**config.mk**
```make
export PLATFORM = sky130hd
export DESIGN_NAME = qrs_post
export DESIGN_NICKNAME = d
export VERILOG_FILES = /design/src/rtl/core/qrs_pkg.sv /design/src/rtl/core/qrs_post.sv
export VERILOG_INCLUDE_DIRS = /design/src /design/src/rtl/core
export SDC_FILE = /design/constraint.sdc
export NUM_CORES = 1
export LEC_CHECK = 0
export BUFFER_PORTS_ARGS = -buffer_cell sky130_fd_sc_hd__buf_4
export CAP_MARGIN = 20
export CORE_MARGIN = 1
export CORE_UTILIZATION = 35
export DETAILED_ROUTE_END_ITERATION = 8
export GPL_TIMING_DRIVEN = 1
export PLACE_DENSITY_LB_ADDON = 0.2
export SETUP_SLACK_MARGIN = 0.05
export SYNTH_ARGS = -nofsm -noshare
export SYNTH_HDL_FRONTEND = slang
export SYNTH_SLANG_ARGS = --single-unit
```
**constraint.sdc**
```tcl
create_clock -name i_clk -period 6.12 [get_ports i_clk]
set_input_delay 0.918 -clock i_clk [delete_from_list [all_inputs] [get_ports i_clk]]
set_output_delay 0.918 -clock i_clk [all_outputs]
set_load 0.02 [all_outputs]
```
**src/rtl/core/quadratic_root_solver_top_defines.svh**
```systemverilog
// ----------------------------------------------------------------------------
// quadratic root solver assertion macros
// shared property wrappers for the solver pipeline checks
// ----------------------------------------------------------------------------
`ifndef QUADRATIC_ROOT_SOLVER_TOP_DEFINES_SVH
`define QUADRATIC_ROOT_SOLVER_TOP_DEFINES_SVH

// same-cycle implication, masked while reset is asserted
`define QRS_ASSERT_NOW(lbl, clk, rst_n, ante, cons, msg) \
    lbl: assert property (@(posedge clk) disable iff (!(rst_n)) (ante) |-> (cons)) \
        else $error(msg);

// next-cycle implication, masked while reset is asserted
`define QRS_ASSERT_NEXT(lbl, clk, rst_n, ante, cons, msg) \
    lbl: assert property (@(posedge clk) disable iff (!(rst_n)) (ante) |=> (cons)) \
        else $error(msg);

`endif

```
**src/rtl/core/qrs_pkg.sv**
```systemverilog
`timescale 1ns / 1ps
// ----------------------------------------------------------------------------
// qrs_pkg
// shared defaults, case codes and per-item classification for the solver
// ----------------------------------------------------------------------------
package qrs_pkg;

    localparam int WORD_BITS_DEF = 32;
    localparam int FRAC_BITS_DEF = 16;

    typedef enum logic [2:0] {
        CASE_TWO    = 3'd0,
        CASE_DOUBLE = 3'd1,
        CASE_NONE   = 3'd2,
        CASE_LINEAR = 3'd3,
        CASE_NOSOL  = 3'd4,
        CASE_INF    = 3'd5
    } t_case;

    typedef struct packed {
        t_case code;
        logic  a_neg;
        logic  b_pos;
        logic  lin_neg;
    } t_info;

endpackage

```
**src/rtl/core/qrs_post.sv**
```systemverilog
`timescale 1ns / 1ps
`include "quadratic_root_solver_top_defines.svh"
// ----------------------------------------------------------------------------
// qrs_post
// clamp quotients to the word, order the roots and hold the result (2 stages)
// ----------------------------------------------------------------------------
module qrs_post #(
    parameter int WORD_BITS = qrs_pkg::WORD_BITS_DEF,
    parameter int NUM_BITS  = 49
) (
    input  logic                        i_clk,
    input  logic                        i_rst_n,
    input  logic                        i_valid,
    output logic                        o_ready,
    input  logic [1:0][NUM_BITS-1:0]    i_quo,
    input  logic [1:0]                  i_neg,
    input  qrs_pkg::t_info              i_info,
    output logic                        o_valid,
    input  logic                        i_ready,
    output logic [2:0]                  o_case_code,
    output logic signed [WORD_BITS-1:0] o_root_low,
    output logic signed [WORD_BITS-1:0] o_root_high,
    output logic                        o_saturated
);
    import qrs_pkg::*;

    localparam int W = WORD_BITS;

    logic [1:0] rdy;
    logic       r_va, r_vb;

    logic signed [W-1:0] r_ra [2];
    logic [1:0]          r_ova;
    t_info               r_infoa;

    t_case               r_code;
    logic signed [W-1:0] r_lo, r_hi;
    logic                r_sat;

    t_case               n_code;
    logic signed [W-1:0] n_lo, n_hi;
    logic                n_sat;

    logic [1:0][W-1:0]   rv;
    logic [1:0]          ov;

    assign rdy[1]  = !r_vb || i_ready;
    assign rdy[0]  = !r_va || rdy[1];
    assign o_ready = rdy[0];
    assign o_valid = r_vb;

    always_ff @(posedge i_clk) begin
        if (!i_rst_n) begin
            r_va <= 1'b0;
            r_vb <= 1'b0;
        end else begin
            if (rdy[0]) r_va <= i_valid;
            if (rdy[1]) r_vb <= r_va;
        end
    end

    // clamp magnitude to 2^(W-1)-1, or 2^(W-1) when negative, then apply sign
    for (genvar l = 0; l < 2; l++) begin : g_lane
        logic [W-1:0] lim, qv;
        assign lim   = {1'b0, {(W-1){1'b1}}} + {{(W-1){1'b0}}, i_neg[l]};
        assign ov[l] = (i_quo[l] > {{(NUM_BITS-W){1'b0}}, lim});
        assign qv    = ov[l] ? lim : i_quo[l][W-1:0];
        assign rv[l] = i_neg[l] ? (~qv + 1'b1) : qv;
    end

    always_ff @(posedge i_clk) begin
        if (rdy[0]) begin
            r_ra[0] <= rv[0];
            r_ra[1] <= rv[1];
            r_ova   <= ov;
            r_infoa <= i_info;
        end
    end

    always_comb begin
        n_code = r_infoa.code;
        case (r_infoa.code) inside
            CASE_TWO, CASE_DOUBLE: begin
                n_sat = |r_ova;
                if (r_ra[0] > r_ra[1]) begin
                    n_lo = r_ra[1];
                    n_hi = r_ra[0];
                end else begin
                    n_lo = r_ra[0];
                    n_hi = r_ra[1];
                end
            end
            CASE_LINEAR: begin
                n_sat = r_ova[0];
                n_lo  = r_ra[0];
                n_hi  = r_ra[0];
            end
            default: begin
                n_sat = 1'b0;
                n_lo  = '0;
                n_hi  = '0;
            end
        endcase
    end

    always_ff @(posedge i_clk) begin
        if (rdy[1]) begin
            r_code <= n_code;
            r_lo   <= n_lo;
            r_hi   <= n_hi;
            r_sat  <= n_sat;
        end
    end

    assign o_case_code = r_code;
    assign o_root_low  = r_lo;
    assign o_root_high = r_hi;
    assign o_saturated = r_sat;

    `QRS_ASSERT_NOW(a_root_order, i_clk, i_rst_n,
        r_vb && (r_code == CASE_TWO || r_code == CASE_DOUBLE), r_lo <= r_hi,
        "roots out of order")
    `QRS_ASSERT_NOW(a_single_root, i_clk, i_rst_n,
        r_vb && (r_code == CASE_LINEAR || r_code == CASE_DOUBLE), r_lo == r_hi,
        "single root differs between fields")
    `QRS_ASSERT_NOW(a_no_root_zero, i_clk, i_rst_n,
        r_vb && (r_code == CASE_NONE || r_code == CASE_NOSOL || r_code == CASE_INF),
        r_lo == '0 && r_hi == '0 && !r_sat, "rootless case carries data")
    `QRS_ASSERT_NEXT(a_stage_carry, i_clk, i_rst_n, r_va && rdy[1], r_vb,
        "clamped transaction lost before output")

endmodule
```
==> summary.txt, run 1 <==
Flow run
  – Max cap viols: 0

Setup path
  – R2R cell count: 9
  – CP max stage cell: o41a_1
  – CP Capture Point: r_ra[0][28]
  – CP startpoint kind: primary input
  – Max FO, Critical Path: 42
  – Max incr delay on CP: 0.47 ns
  – Setup crit end kind: flip-flop
  – Crit path from: i_neg[0]
  – RR Startpoint: r_ra[0][12]
  – Critical R2R Capture: o_root_high[4]
  – CP required: about 6.3 ns
  – Crit path cell chain: buf_4 -> buf_4 -> ha_1 -> and4_1 -> nor4bb_1 -> a221o_1 -> o21bai_1 -> a21oi_4 -> nor2_1 -> a21oi_1 -> ha_1 -> inv_1 -> o41a_1 -> o311a_1 -> nor3_1
  – Critical path type: in -> reg
  – CP arrival: 5.07 ns
  – Register-to-register setup slack: 2.95 ns

Placement
  – RePlAce Congestion: approximately 0.85
  – Dpl hpwl: 20.9 mm
  – I/O Buffers: around 180
  – Dpl ws: 0.889 ns
  – DP Area: 11,300 um^2

Timing
  – Setup slack after layout: 1.27 ns
  – Final Cycle Share: 79.3%
  – FMAX: 206 MHz
  – Final hold vios: 0
  – Period minus WS final: 4.85 ns
  – Worst rel slew slack: 27.5%
  – Hold slack: 0.518 ns
  – Fin. max-slew vios: 0
  – Tightest Pin Transition: 1.08 ns
  – RSZ-0062 raised after global routing: false
  – # setup viols final: 0
  – Clock Skews: 0.0125 ns
  – Setup_tns: 0 ns

Global routing
  – Global-route wire length before repair: 41.9 mm
  – Number of antenna violations at the first check in global routing: 0
  – Total track usage: 19.0%
  – Largest net degree at the start of global routing: slightly above 70
  – Vias in the first global route: 7,498
  – Gr ovfl total: 0

Floorplan
  – Core area: 27,000 um^2
  – Die W: around 170 um
  – IO Pins: between 150 and 200
  – Die span in y: 168 um
  – Initial Utilization: a little over a third
  – Die area: roughly 28,000 um^2
  – FP Rows: 60

Cells and area
  – Share of cells above drive strength 1: between 20% and 30%
  – Design area: 11,900 um^2
  – Layout area overhead: 23.2%
  – Fillers: 2,595
  – Antenna diodes: 0
  – Nets@finish: about 1.3k

Synth
  – Most frequent cell after synthesis: edfxtp_1
  – Count of flip-flops with a built-in enable after synthesis: between 100 and 150
  – Proportion of synthesized area in mux cells: 1.27%
  – Synth top area share: 42.7%
  – Post-synth top cells: edfxtp_1 (137), ha_1 (98), o21ai_0 (79), a21oi_1 (73), nor2_1 (62)
  – Largest cells by area after synthesis: edfxtp_1 (43%), ha_1 (13%), o21ai_0 (4.1%), a21oi_1 (3.8%), a32o_1 (3.3%)
  – Seq/Total Area, Yosys: about 43%
  – Mapped cell area: 9640 um^2
  – Synthesized flop and latch total: ~140
  – Post-Synth Simple-Gate Area: 17.3%
  – Post-synth top area cell: edfxtp_1
  – Post-synthesis cell type count: 73
  – Ys flop type: edfxtp_1
  – Largest family of logic cells by synthesized area: compound AO/OA/AOI/OAI gates
  – Compound-gate portion of the synthesized area: 21.5%
  – Syn Area/Cell: 10.0 um^2
  – Post-Synth Adder-Cell Area: between 10% and 20%
  – Async SR Flop Fraction: 0%
  – XOR/XNOR Fraction of Synth Area: 0%
  – Yosys warning total: 0
  – Post-Synthesis Cells: 962
  – Syn_nets: 1,170

Outcome
  – Outcome: complete, no violations

Pwr
  – Power Total: between 2 and 3 mW
  – Max rail drop VDD: 0.191 mV
  – PwrDens: about 230 nW/um^2
  – Leak Pwr: 4.85 nW

Route
  – Post-DR wirelength/cell: 18.2 um
  – Final WL: between 20 and 30 mm
  – Drc violations: 0
  – Routed Antenna Nets: 0
  – Pre-antenna DRT Iters: 7
  – DR iter-0 viols: 523
  – Vias: 8,347
  – Via density: between 5 and 6

Clock network
  – H-tree levels: 4
  – CTS tree: done
  – CTS sink cnt: 139
  – Postcts setup bufs: 0
  – Post-CTS Resized: 0
  – CTS Hold Bufs: 0
  – Max Root-Sink Buffers: 2
  – Clk Latency, worst-skew pair: 0.42 ns
  – Clk slew on worst S/H paths: 0.06 ns
  – Root buffer cell: clkbuf_16
  – TritonCTS Buffers: 17

Hold path
  – Min-delay src: r_va
  – Hold Crit Class: reg -> reg
-- sequential cells by signal, summed over array words and instances (netlist names) --
name and count:
r_ra 64, o_root_high 32, o_root_low 32, o_case_code 3
n_code 3, r_ova 2, r_va 1, o_valid 1
o_saturated 1
-- area by class of cell --
class	count	area (um^2)	area share, %
clock buffer	18	429	3.61
clock inverter	13	151	1.27
inverter	50	188	1.58
multi-input combinational	724	5120	43.1
sequential	139	4150	35.0
tap	341	427	3.59
timing repair buffer	188	1410	11.9
-- through the flow --
step,utilization [%],instances
6_report,44.1,1473
5_1_grt,44.1,1473
4_1_cts,44.1,1473
3_5_place_dp,41.9,1442
3_3_place_gp,41.9,1442
2_1_floorplan,-,962
-- how the worst min path moves through the flow --
stage                endpoint  slack [ns]  cells past startpoint
2_1_floorplan  o_case_code[0]        0.45                      0
3_3_place_gp          o_valid        0.49                      1
3_5_place_dp   o_case_code[0]        0.50                      0
4_1_cts        o_case_code[0]        0.51                      0
5_1_grt        o_case_code[0]        0.53                      0
6_report              o_valid        0.52                      1
-- power by group --
part / internal [mW] / switching [mW] / total, mW
logic: 0.250 / 0.330 / 0.580
registers: 1.14 / 0.0468 / 1.19
clock network: 0.634 / 0.367 / 1.00
total: 2.03 / 0.744 / 2.77
-- routing by layer --
layer  vias to the layer above  track usage, %  wire length, um
met5                         -               0                0
met2                       267            28.7            11600
met4                         0            5.31              338
met3                        17            2.96             1500
li1                       4124               -                -
met1                      3939            27.9            13300
-- logic make-up after synthesis --
logic type / Yosys count
AO/OA/AOI/OAI: 306
adder cells (fa/ha/maj): 98
buffers and inverters: 99
flip-flops: 139
multiplexers: 12
AND/OR/NAND/NOR: 308
-- worst max-delay path: cells and delay by family --
family                     cells  cell delay [ns]
buffers and inverters          3             0.87
adders and majority gates      2             0.62
AOI/OAI and AO/OA              6             1.69
and+or+nand+nor                4             0.96
-- cell usage in the layout, fill, tap and decap left out, types with 8 or more instances in the layout --
cell type	Yosys	routed
nor4_1	23	23
nand2_1	49	48
ha_1	98	98
o21a_1	8	8
nor2_1	62	61
a22o_1	32	32
o21ai_0	79	79
a21o_1	11	11
nand3_1	18	18
nand4_1	19	19
a211oi_1	12	12
buf_4	0	188
and4_1	8	8
edfxtp_1	137	137
or2_2	12	12
inv_1	48	47
a32o_1	32	32
or3_1	12	12
a21oi_1	73	71
nor3_1	60	60
clkbuf_16	0	17
mux2i_1	10	10
(Power assumes the default switching activity.)
==> run 2, diff against run 1 <==
clock period = 4.5 ns   (was 6.12 ns; I/O delays follow)
==> summary.txt, run 2 (synthesis results as in run 1) <==
Floorplan
  – IO Pins: 180 (unchanged)
  – Die area: 28,200 um^2 (unchanged)
  – FP Rows: 60 (unchanged)
  – Die span in y: 168 um (unchanged)
  – Die W: 168 um (unchanged)
  – Core area: 27,000 um^2 (unchanged)
  – Initial Utilization: 35.8% (unchanged)

Placement
  – I/O Buffers: 176 (unchanged)
  – DP Area: 11,400 um^2 (+0.82%)
  – Dpl hpwl: 21.3 mm (+2.1%)
  – RePlAce Congestion: 0.863 (+0.95%)
  – Dpl ws: 0.0684 ns (-0.821 ns)

Global routing
  – Global-route wire length before repair: 42.2 mm (+0.87%)
  – Gr ovfl total: 0 (unchanged)
  – Number of antenna violations at the first check in global routing: 0 (unchanged)
  – Total track usage: 19.2% (+0.17 points)
  – Largest net degree at the start of global routing: 70 (-1.4%)
  – Vias in the first global route: 7,489 (-0.12%)

Setup path
  – RR Startpoint: r_ra[0][9]
  – CP required: 4.73 ns (-1.61 ns)
  – CP max stage cell: nor4_1
  – CP startpoint kind: primary input
  – Critical path type: in -> reg
  – Crit path from: i_neg[1]
  – Setup crit end kind: flip-flop
  – Crit path cell chain: buf_4 -> inv_1 -> ha_1 -> nand4b_1 -> nor4_1 -> nor4bb_1 -> nor3b_1 -> a21oi_2 -> inv_2 -> o21ai_0 -> ha_1 -> inv_1 -> o31ai_1 -> o31a_1 -> mux2i_1 -> o21ai_0
  – Max incr delay on CP: 0.38 ns (-0.09 ns)
  – Max FO, Critical Path: 34 (-19%)
  – CP arrival: 4.29 ns (-0.78 ns)

Clock network
  – Root buffer cell: clkbuf_16
  – CTS Hold Bufs: 0 (unchanged)
  – Post-CTS Resized: 0 (unchanged)
  – Clk slew on worst S/H paths: 0.06 ns (about the same)
  – H-tree levels: 4 (unchanged)
  – Max Root-Sink Buffers: 2 (unchanged)
  – Postcts setup bufs: 0 (unchanged)
  – Clk Latency, worst-skew pair: 0.42 ns (about the same)
  – CTS tree: done
  – TritonCTS Buffers: 17 (unchanged)
  – CTS sink cnt: 139 (unchanged)

Timing
  – RSZ-0062 raised after global routing: false
  – Hold slack: 0.431 ns (-0.0865 ns)
  – Period minus WS final: 4.06 ns
  – Final hold vios: 0 (unchanged)
  – FMAX: 246 MHz
  – Clock Skews: 0.0103 ns (-0.00221 ns)
  – Fin. max-slew vios: 0 (unchanged)
  – Final Cycle Share: 90.3%
  – Setup slack after layout: 0.438 ns (-0.829 ns)
  – Tightest Pin Transition: 1.08 ns (-0.00772 ns)
  – Worst rel slew slack: 28.1% (+0.52 points)
  – Setup_tns: 0 ns (unchanged)
  – # setup viols final: 0 (unchanged)

Pwr
  – Leak Pwr: 4.92 nW (+1.3%)
  – PwrDens: 317 nW/um^2 (+36%)
  – Max rail drop VDD: 0.251 mV (+31%)

Route
  – Pre-antenna DRT Iters: 5 (-2)
  – Vias: 8,318 (-0.35%)
  – Post-DR wirelength/cell: 18.3 um (+0.61%)
  – Final WL: 27.2 mm (+1.5%)
  – DR iter-0 viols: 533 (+1.9%)
  – Via density: 5.60 (-1.2%)
  – Drc violations: 0 (unchanged)
  – Routed Antenna Nets: 0 (unchanged)

Outcome
  – Outcome: complete, no violations

Hold path
  – Hold Crit Class: in -> reg
  – Min-delay src: i_info[4]

Flow run
  – Max cap viols: 0 (unchanged)

Cells and area
  – Layout area overhead: 24.4%
  – Most common cell after layout, fill and taps aside: buf_4
  – Share of cells above drive strength 1: 23.1% (+1.1 points)
  – Max reg flops: 64 (unchanged)
  – Design area: 12,000 um^2 (+1.0%)
  – Most flops, register: r_ra
  – Antenna diodes: 0 (unchanged)
  – Most frequent cells in the layout: buf_4 (199), edfxtp_1 (137), ha_1 (98)
  – Nets@finish: 1,340 (+0.90%)
## run 2: changes by cell type in the layout (fill, tap and decap cells not counted), sizes merged
| cell | delta |
|---|---|
| buf | +12 |
| clkinv | -4 |
| inv | +5 |
| bufinv | -1 |
| clkinvlp | +1 |
## run 2: per-stage QoR
stage	power, mW	util [%]	instances
3_3_place_gp	2.43	42.3	1453
5_1_grt	3.97	44.5	1486
3_5_place_dp	2.45	42.3	1453
4_1_cts	3.83	44.4	1485
6_report	3.80	44.5	1486
2_1_floorplan	2.07	-	962
## run 2: layer usage
| metal | track usage, % | wire (um) | vias up |
|---|---|---|---|
| li1 | - | - | 4146 |
| met1 | 28.1 | 13200 | 3870 |
| met2 | 29.6 | 12100 | 277 |
| met3 | 2.52 | 1520 | 25 |
| met4 | 4.99 | 313 | 0 |
| met5 | 0 | 0 | - |
## run 2: worst max-delay path: cells and delay by family
family	cells	cell delay, ns
fa+ha+maj	2	0.67
mux	1	0.06
buf+inv	4	0.72
simple gates	4	1.08
compound gates	5	1.06
## run 2: final cells by class
type,instances,area (um^2)
sequential,139,4150
inverter,50,193
clock inverter,14,160
tap,341,427
fill,2532,15000
clock buffer,18,429
timing repair buffer,200,1510
multi-input combinational,724,5120
## run 2: worst paths after layout
check | to | slack (ns) | cells after the start
worst max-delay path | r_ra[0][62] | 0.44 | 16
worst min-delay path | n_code[1] | 0.43 | 1
worst min register to register | o_case_code[0] | 0.54 | 0
worst max register to register | o_root_high[16] | 1.26 | 9
## run 2: power by group
| group | switching (mW) | internal [mW] | total, mW |
|---|---|---|---|
| clock network | 0.553 | 0.828 | 1.38 |
| registers | 0.0634 | 1.56 | 1.62 |
| logic | 0.453 | 0.346 | 0.799 |
| total | 1.07 | 2.73 | 3.80 |
==> run 3, diff against run 2 <==
ABC_AREA = 1   (was unset)
CORE_MARGIN = unset   (was 1)
==> summary.txt, run 3 <==
Route
  – Post-DR wirelength/cell: 14.0 um (-23%)
  – Via density: 4.79 (-14%)
  – Final WL: 29.6 mm (+8.9%)
  – Routed Antenna Nets: 0 (unchanged)
  – Pre-antenna DRT Iters: 5 (unchanged)
  – DR iter-0 viols: 664 (+25%)
  – Vias: 10.1k (+22%)
  – Drc violations: 0 (unchanged)

Setup path
  – CP max stage cell: buf_4
  – Setup crit end kind: flip-flop
  – Critical path type: in -> reg
  – CP arrival: 3.88 ns (-0.41 ns)
  – Max incr delay on CP: 0.42 ns (+0.04 ns)
  – CP required: 4.67 ns (-0.06 ns)
  – Max FO, Critical Path: 46 (+35%)
  – Most used cell, CP: nand2_1
  – CP startpoint kind: primary input
  – Crit path cell chain: buf_4 -> clkinv_1 -> buf_4 -> ha_1 -> nand3_2 -> nor4_2 -> nand2_1 -> nand3_2 -> buf_4 -> nand2_1 -> nor2_2 -> nand2_1 -> nor2_1 -> nand2_1 -> nand2_2 -> nand3b_1 -> nand2_1 -> inv_1

Synth
  – Post-synth top area cell: edfxtp_1
  – Post-synth top cells: nand2_1 (575), inv_1 (160), nor2_1 (154), edfxtp_1 (137), o21ai_0 (100)
  – Synthesized flop and latch total: 139 (unchanged)
  – Syn Area/Cell: 7.17 um^2 (-28%)
  – Most frequent cell after synthesis: nand2_1
  – Seq/Total Area, Yosys: 37.4% (-5.6 points)
  – Yosys warning total: 0 (unchanged)
  – Count of flip-flops with a built-in enable after synthesis: 137 (unchanged)
  – Largest cells by area after synthesis: edfxtp_1 (37%), nand2_1 (19%), ha_1 (11%), inv_1 (5.4%), nor2_1 (5.2%)
  – Async SR Flop Fraction: 0% (unchanged)
  – Mapped cell area: 11,100 um^2 (+15%)
  – Synth top area share: 37.1% (-5.6 points)
  – Post-Synthesis Cells: 1,547 (+61%)
  – Ys flop type: edfxtp_1
  – Post-synthesis cell type count: 39 (-47%)
  – Syn_nets: 1,755 (+50%)

Clock network
  – H-tree levels: 4 (unchanged)
  – Post-CTS Resized: 0 (unchanged)
  – CTS Hold Bufs: 0 (unchanged)
  – Postcts setup bufs: 0 (unchanged)
  – Max Root-Sink Buffers: 2 (unchanged)
  – Clk slew on worst S/H paths: 0.06 ns (about the same)
  – CTS tree: done
  – CTS sink cnt: 139 (unchanged)
  – TritonCTS Buffers: 17 (unchanged)
  – Clk Latency, worst-skew pair: 0.42 ns (about the same)
  – Root buffer cell: clkbuf_16

Floorplan
  – Die span in y: 180 um (+7.2%)
  – Initial Utilization: 35.9% (+0.13 points)
  – Die W: 180 um (+7.2%)
  – Die area: 32,400 um^2 (+15%)
  – IO Pins: 180 (unchanged)
  – FP Rows: 64 (+6.7%)
  – Core area: 30,900 um^2 (+15%)

Pwr
  – Leak Pwr: 6.70 nW (+36%)
  – Max rail drop VDD: 0.223 mV (-11%)
  – Power Total: 4.05 mW (+6.5%)
  – PwrDens: 302 nW/um^2 (-4.7%)

Cells and area
  – Fillers: 3,231 (+28%)
  – Nets@finish: 1,915 (+43%)
  – Antenna diodes: 0 (unchanged)
  – Most flops, register: r_ra
  – Most common cell after layout, fill and taps aside: nand2_1
  – Max reg flops: 64 (unchanged)
  – Layout area overhead: 20.8%
  – Share of cells above drive strength 1: 17.5% (-5.6 points)
  – Most frequent cells in the layout: nand2_1 (574), buf_4 (188), inv_1 (160)

Global routing
  – Vias in the first global route: 9,432 (+26%)
  – Global-route wire length before repair: 48.3 mm (+14%)
  – Largest net degree at the start of global routing: 78 (+11%)
  – Number of antenna violations at the first check in global routing: 1 (+1)
  – Total track usage: 18.5% (-0.69 points)
  – Gr ovfl total: 0 (unchanged)

Timing
  – Setup_tns: 0 ns (unchanged)
  – Fin. max-slew vios: 0 (unchanged)
  – Period minus WS final: 3.72 ns (-0.346 ns)
  – RSZ-0062 raised after global routing: false
  – Hold slack: 0.431 ns (-0.000164 ns)
  – Final hold vios: 0 (unchanged)
  – # setup viols final: 0 (unchanged)
  – Final Cycle Share: 82.6% (-7.7 points)
  – FMAX: 269 MHz (+9.3%)
  – Tightest Pin Transition: 0.657 ns (-0.419 ns)
  – Clock Skews: 0.0117 ns (+0.00133 ns)
  – Worst rel slew slack: 56.2% (+28 points)

Outcome
  – Outcome: complete, no violations

Placement
  – RePlAce Congestion: 0.863 (about the same)
  – Dpl hpwl: 24.0 mm (+13%)
  – I/O Buffers: 176 (unchanged)

Hold path
  – Hold Crit Class: in -> reg

Flow run
  – Max cap viols: 0 (unchanged)
## run 3: changes by cell type in the layout (fill, tap and decap cells not counted), sizes merged, moves of 13 or more
cell   previous run  this run
a21oi            74        40
a22o             32         0
a32o             32         0
inv              55       168
nand2            49       605
nand3            19       100
nor2             62       177
nor3             62         8
nor4             24         2
o21ai            82       114
or2              13         0
## run 3: kinds of logic (layout without fill, tap and decap cells)
family | after synthesis | after routing | share of synthesized area (%)
mux | 4 | 4 | 0.406
flops | 139 | 139 | 37.4
compound gates | 171 | 171 | 8.15
simple gates | 920 | 920 | 35.0
buf+inv | 215 | 388 | 7.96
fa+ha+maj | 98 | 98 | 11.0
## run 3: report_power, final
group          internal [mW]  switching (mW)
logic                  0.387           0.617
clock network          0.877           0.539
registers               1.57          0.0618
total                   2.83            1.22
## run 3: layout make-up
cell class	count	area, um^2	area share (%)
clock buffer	19	433	3.23
clock inverter	13	168	1.25
inverter	167	627	4.68
multi-input combinational	1193	6100	45.5
sequential	139	4150	31.0
tap	396	495	3.70
timing repair buffer	189	1430	10.7
## run 3: metrics by stage
step | instance area [um^2] | util, % | setup slack (ns) | cells
2_1_floorplan | 11100 | - | 0.721 | 1547
3_3_place_gp | 12800 | 41.4 | 0.412 | 2084
3_5_place_dp | 12800 | 41.4 | 0.371 | 2084
4_1_cts | 13400 | 43.4 | 0.824 | 2116
5_1_grt | 13400 | 43.4 | 0.452 | 2116
6_report | 13400 | 43.4 | 0.784 | 2116
## run 3: final timing paths
check                   start              to  slack [ns]  cells past startpoint
setup reg to reg  r_ra[0][31]  o_root_high[3]        1.17                     12
hold / removal      i_info[5]       n_code[2]        0.43                      1
setup / recovery     i_neg[0]     r_ra[0][24]        0.78                     18
hold reg to reg     n_code[0]  o_case_code[0]        0.45                      0
## run 3: metal layers
metal / vias to the layer above / routed length [um] / share of wire [%] / global-route usage (%)
met1: 4498 / 15500 / 52 / 27.6
met4: 2 / 534 / 1.8 / 5.71
li1: 5365 / - / - / -
met2: 243 / 12300 / 42 / 27.5
met5: - / 13 / 0.044 / 0
met3: 34 / 1270 / 4.3 / 2.36
## run 3: critical path: cells and delay by family
family,cells,cell delay [ns]
and+or+nand+nor,12,1.56
adders and majority gates,1,0.29
buffers and inverters,5,1.33
